==> config.mk <==
export PLATFORM = sky130hd
export DESIGN_NAME = rims_ctrl
export DESIGN_NICKNAME = d
export VERILOG_FILES = /design/src/hdl/rims_pkg.sv /design/src/hdl/rims_ctrl.sv
export SDC_FILE = /design/constraint.sdc
export NUM_CORES = 1
export LEC_CHECK = 0
export ABC_CLOCK_PERIOD_IN_PS = 1150
export CAP_MARGIN = 20
export CORE_AREA = 5 5 42 44
export CTS_CLUSTER_SIZE = 40
export DETAILED_ROUTE_END_ITERATION = 6
export DIE_AREA = 0 0 47 49
export DONT_BUFFER_PORTS = 1
export GPL_TIMING_DRIVEN = 0
export PLACE_DENSITY = 0.33
export SYNTH_ARGS = -nofsm -noshare
export SYNTH_HDL_FRONTEND = slang
export SYNTH_SLANG_ARGS = --single-unit
==> constraint.sdc <==
create_clock -name clk -period 1.15 [get_ports clk]
set_input_delay 0.0575 -clock clk [delete_from_list [all_inputs] [get_ports clk]]
set_output_delay 0.0575 -clock clk [all_outputs]
set_load 0.01 [all_outputs]
==> src/hdl/rims_pkg.sv <==
`timescale 1ns / 1ps
`default_nettype none
// ----------------------------------------------------------------------------
// rims_pkg
// Shared types, constants and the item ordering function of the sorter.
// ----------------------------------------------------------------------------
package rims_pkg;

  localparam int MaxItems = 64;
  localparam int IdxW     = $clog2(MaxItems);
  localparam int CntW     = $clog2(MaxItems + 1);
  localparam int ZkeyW    = 40;

  localparam logic [1:0] ModeFlat = 2'd0;
  localparam logic [1:0] Mode3d   = 2'd1;
  localparam logic [1:0] ModeClip = 2'd2;

  localparam logic CfgCompareMode = 1'b0;
  localparam logic CfgZMode       = 1'b1;

  typedef struct packed {
    logic [47:0]              id;
    logic                     opaque;
    logic [15:0]              clip;
    logic signed [15:0]       depth;
    logic [15:0]              tag;
    logic signed [ZkeyW-1:0]  zkey;
  } entry_t;

  typedef enum logic [2:0] {
    ST_IDLE, ST_SQUARE, ST_WRITE, ST_SCAN_INIT, ST_SCAN, ST_EMIT
  } state_t;

  typedef struct packed {
    logic capture;
    logic square;
    logic write;
    logic scan_start;
    logic scan;
    logic emit;
  } cmd_t;

  typedef struct packed {
    logic last_item;
    logic scan_done;
    logic out_free;
    logic final_pos;
  } sts_t;

  function automatic logic item_less(logic [1:0] mode, entry_t a, entry_t b);
    logic pl;
    logic l3;
    logic res;
    pl = a.id < b.id;
    if (a.opaque != b.opaque) begin
      l3 = a.opaque;
    end else if (a.opaque) begin
      l3 = pl;
    end else if (a.depth != b.depth) begin
      l3 = $signed(a.depth) < $signed(b.depth);
    end else if (a.zkey == b.zkey) begin
      l3 = pl;
    end else begin
      l3 = $signed(a.zkey) > $signed(b.zkey);
    end
    if (mode == ModeFlat) begin
      res = (a.depth != b.depth) ? ($signed(a.depth) < $signed(b.depth)) : pl;
    end else if (mode == Mode3d) begin
      res = l3;
    end else begin
      res = (a.clip != b.clip) ? (a.clip < b.clip) : l3;
    end
    return res;
  endfunction

endpackage
`default_nettype wire

==> src/hdl/rims_ctrl.sv <==
`timescale 1ns / 1ps
`default_nettype none
// ----------------------------------------------------------------------------
// rims_ctrl
// Sequencer: load, key computation, selection scans and result emission.
// ----------------------------------------------------------------------------
module rims_ctrl (
  input  wire logic            clk,
  input  wire logic            rst_n,
  input  wire logic            in_valid,
  output logic                 in_stall,
  input  wire rims_pkg::sts_t  sts,
  output rims_pkg::cmd_t       cmd
);
  import rims_pkg::*;

  state_t state_r, state_nxt;

  always_ff @(posedge clk) begin
    if (!rst_n) begin
      state_r <= ST_IDLE;
    end else begin
      state_r <= state_nxt;
    end
  end

  always_comb begin
    state_nxt = state_r;
    cmd       = '0;
    in_stall  = 1'b1;
    unique case (state_r)
      ST_IDLE: begin
        in_stall = 1'b0;
        if (in_valid) begin
          cmd.capture = 1'b1;
          state_nxt   = ST_SQUARE;
        end
      end
      ST_SQUARE: begin
        cmd.square = 1'b1;
        state_nxt  = ST_WRITE;
      end
      ST_WRITE: begin
        cmd.write = 1'b1;
        state_nxt = sts.last_item ? ST_SCAN_INIT : ST_IDLE;
      end
      ST_SCAN_INIT: begin
        cmd.scan_start = 1'b1;
        state_nxt      = ST_SCAN;
      end
      ST_SCAN: begin
        cmd.scan = 1'b1;
        if (sts.scan_done) state_nxt = ST_EMIT;
      end
      ST_EMIT: begin
        if (sts.out_free) begin
          cmd.emit  = 1'b1;
          state_nxt = sts.final_pos ? ST_IDLE : ST_SCAN_INIT;
        end
      end
      default: state_nxt = ST_IDLE;
    endcase
  end

endmodule
`default_nettype wire

==> run_results.csv <==
group,metric,value,unit
status,status,"complete, but fails checks",
status,violations,"negative setup slack",
global_routing,antenna_found_initial,0,
floorplanning,rows,14,
clocking,clk_latency,0.24,ns
timing,rsz0062_at_grt,"true",
drt,vias,260,
global_routing,grtUsageTotal,8.52,%
placement,portBuffers,0,
synthesis,yosysTopAreaCell,"dfxtp_1",
drt,totalWireLength,762,um
drt,wl_per_cell,13.9,um
floorplanning,start_util,17.4,%
clocking,clkSinkCount,3,
global_routing,overflow,0,
clocking,clk_path_buf_depth,2,
timing,finalMaxSlewViolations,0,
global_routing,grt_start_max_net_pins,11,
finish,drive_above_1_share,43.6,%
clocking,h-tree-depth,1,
timing,setup_ws,-0.0679,ns
floorplanning,ioPinCount,14,
finish,fin_nets,47,
floorplanning,core-area,0.00140,mm^2
timing,clock.fmax,0.821,GHz
timing,report.final.hold_viol_count,0,
clocking,clk_pin_slew,0.04,ns
synthesis,avgSynthCellArea,7.39,um^2
timing,relSlewSlack,74.1,%
drt,met2_length,396,um
placement,routabilityCongestion,0.694,
synthesis,synth-seq-cells,3,
floorplanning,die_h,49,um
global_routing,grt_first_pass_wirelength,1300,um
timing,setup_tns,-0.152,ns
clocking,cts_tree,"built",
finish,n_fill_cell,157,
critical_path,cp_slowest_cell,"or3_4",
synthesis,synth-async-reset-ratio,0,%
pwr,p_leak,0.143,nW
finish,largest_register,"state_r",
floorplanning,die_area,0.00230,mm^2
finish,largest_reg_flops,3,
clocking,cts_root_buf,"clkbuf_4",
job,drv_cap,0,
critical_path,worst-endpoint-required,1.09,ns
synthesis,synth_area_leaders,"dfxtp_1, nor2_1, nor3b_1, a2111oi_2, nand2_1",
drt,drc,0,
critical_path,path_buf_inv,1,
finish,antenna_cells,0,
critical_path,criticalPathCategory,"reg -> out",
drt,highest_layer,"met4",
synthesis,synth_flop_cell,"dfxtp_1",
synthesis,synth_edf_count,0,
timing,fin_hold_ws,0.0471,ns
synthesis,yosysUniqueCellTypes,20,
drt,ant_nets,0,
critical_path,cp.arrival,1.16,ns
clocking,cts_buffers,3,
synthesis,yosysWarningCount,0,
drt,wl_met1,285,um
timing,tightest_slew,0.387,ns
finish,area_delta_synth_final,51.8,%
placement,dp_hpwl,544,um
finish,top_regs,"state_r (3)",
global_routing,first_global_vias,279,
synthesis,syn_inst,33,
drt,wl_met3,68,um
drt,vias_per_cell,4.73,
synthesis,syn-cell-area,244,um^2
hold_path,hp-class,"in -> reg",
finish,stdcell_count,55,
drt,drtIter0Drc,1,
timing,fin_crit_sh,106,%
synthesis,synth_top_area_share,24.6,%
synthesis,syn_nets,40,
timing,finalSetupViolCount,3,
timing,fin_skew,0.00187,ns
synthesis,yosysSeqAreaShare,24.6,%
pwr,peakVddDrop,0.382,mV
pwr,power_density,1500,mW/mm^2
critical_path,worstSetupEndpointType,"primary output",
timing,finalCriticalPeriod,1.22,ns
placement,place_inst,49,
critical_path,path_cells,"buf_6 -> or3_4 -> nor2_4",
floorplanning,die_x,47,um
drt,dr.pass1.iters,4,
critical_path,slowest_delay,0.37,ns
critical_path,start_kind,"flip-flop",
critical_path,path_max_fanout,5,
critical_path,critPathTopFamily,"simple AND/OR/NAND/NOR gates",
path summary, 6_finish.rpt:
| kind | startpoint | endpoint | slack (ns) | depth (start not counted) |
|---|---|---|---|---|
| setup / recovery | state_r[2] | cmd[5] | -0.07 | 3 |
| hold / removal | rst_n | state_r[1] | 0.05 | 2 |
| setup reg to reg | state_r[2] | state_r[0] | -0.05 | 4 |
| hold reg to reg | state_r[2] | state_r[0] | 0.60 | 2 |
per-layer routing:
| layer | vias up | track usage [%] |
|---|---|---|
| met3 | 2 | 6.27 |
| li1 | 126 | - |
| met2 | 11 | 11.5 |
| met1 | 121 | 8.33 |
| met4 | 0 | 6.91 |
| met5 | - | 0 |
cells in the mapped netlist (2+ instances only):
master	instances
nor2_1	6
nand2_1	4
dfxtp_1	3
nor3b_1	3
nand2b_1	2
cell usage in the layout (no fill, tap or decap), types with 2 or more instances in the layout:
master	netlist	layout
buf_6	1	2
clkbuf_4	0	3
dfxtp_2	0	2
nand2_1	4	4
nand2b_1	2	2
nor2_1	6	3
nor2_2	0	2
nor3b_1	3	2
stage by stage:
| stage | cell area [um^2] | worst slack (ns) | utilization (%) | total power [mW] |
|---|---|---|---|---|
| final | 370 | -0.0679 | 26.4 | 0.554 |
| after global routing | 370 | -0.106 | 26.4 | 0.596 |
| after CTS | 355 | -0.0782 | 25.4 | 0.549 |
| after detailed placement | 277 | -0.140 | 19.7 | 0.303 |
| after global placement | 277 | -0.110 | 19.7 | 0.302 |
| after floorplan | 256 | -0.0239 | - | 0.276 |
timing repair:
action                     4_1_cts  5_1_grt
hold endpoints to repair         1        0
buffers inserted                 1        0
setup endpoints to repair       10        9
gates resized for setup          7        4
pin swaps                        2        1
hold buffers                     1        0
gates cloned                     0        1
power by group:
part	leakage (nW)	switching, mW	internal [mW]
sequential	0.0255	0.0242	0.121
clock	0.0150	0.0591	0.130
combinational	0.102	0.109	0.111
total	0.143	0.192	0.362
area by class of cell:
class | count | area, um^2 | area share [%]
Inverter | 1 | 3.75 | 1.01
Tap cell | 16 | 20.0 | 5.41
Multi-Input combinational cell | 26 | 213 | 57.4
Timing Repair Buffer | 3 | 22.5 | 6.08
Clock buffer | 4 | 26.3 | 7.09
Buffer | 2 | 22.5 | 6.08
Sequential cell | 3 | 62.6 | 16.9
cells by family (layout without fill, tap and decap cells):
family / count (synthesis) / after routing / synth area share (%)
compound gates: 4 / 4 / 15.9
flops: 3 / 3 / 24.6
buf+inv: 4 / 10 / 9.74
simple gates: 22 / 22 / 49.7
No activity file was read; power rests on OpenSTA's default activity.
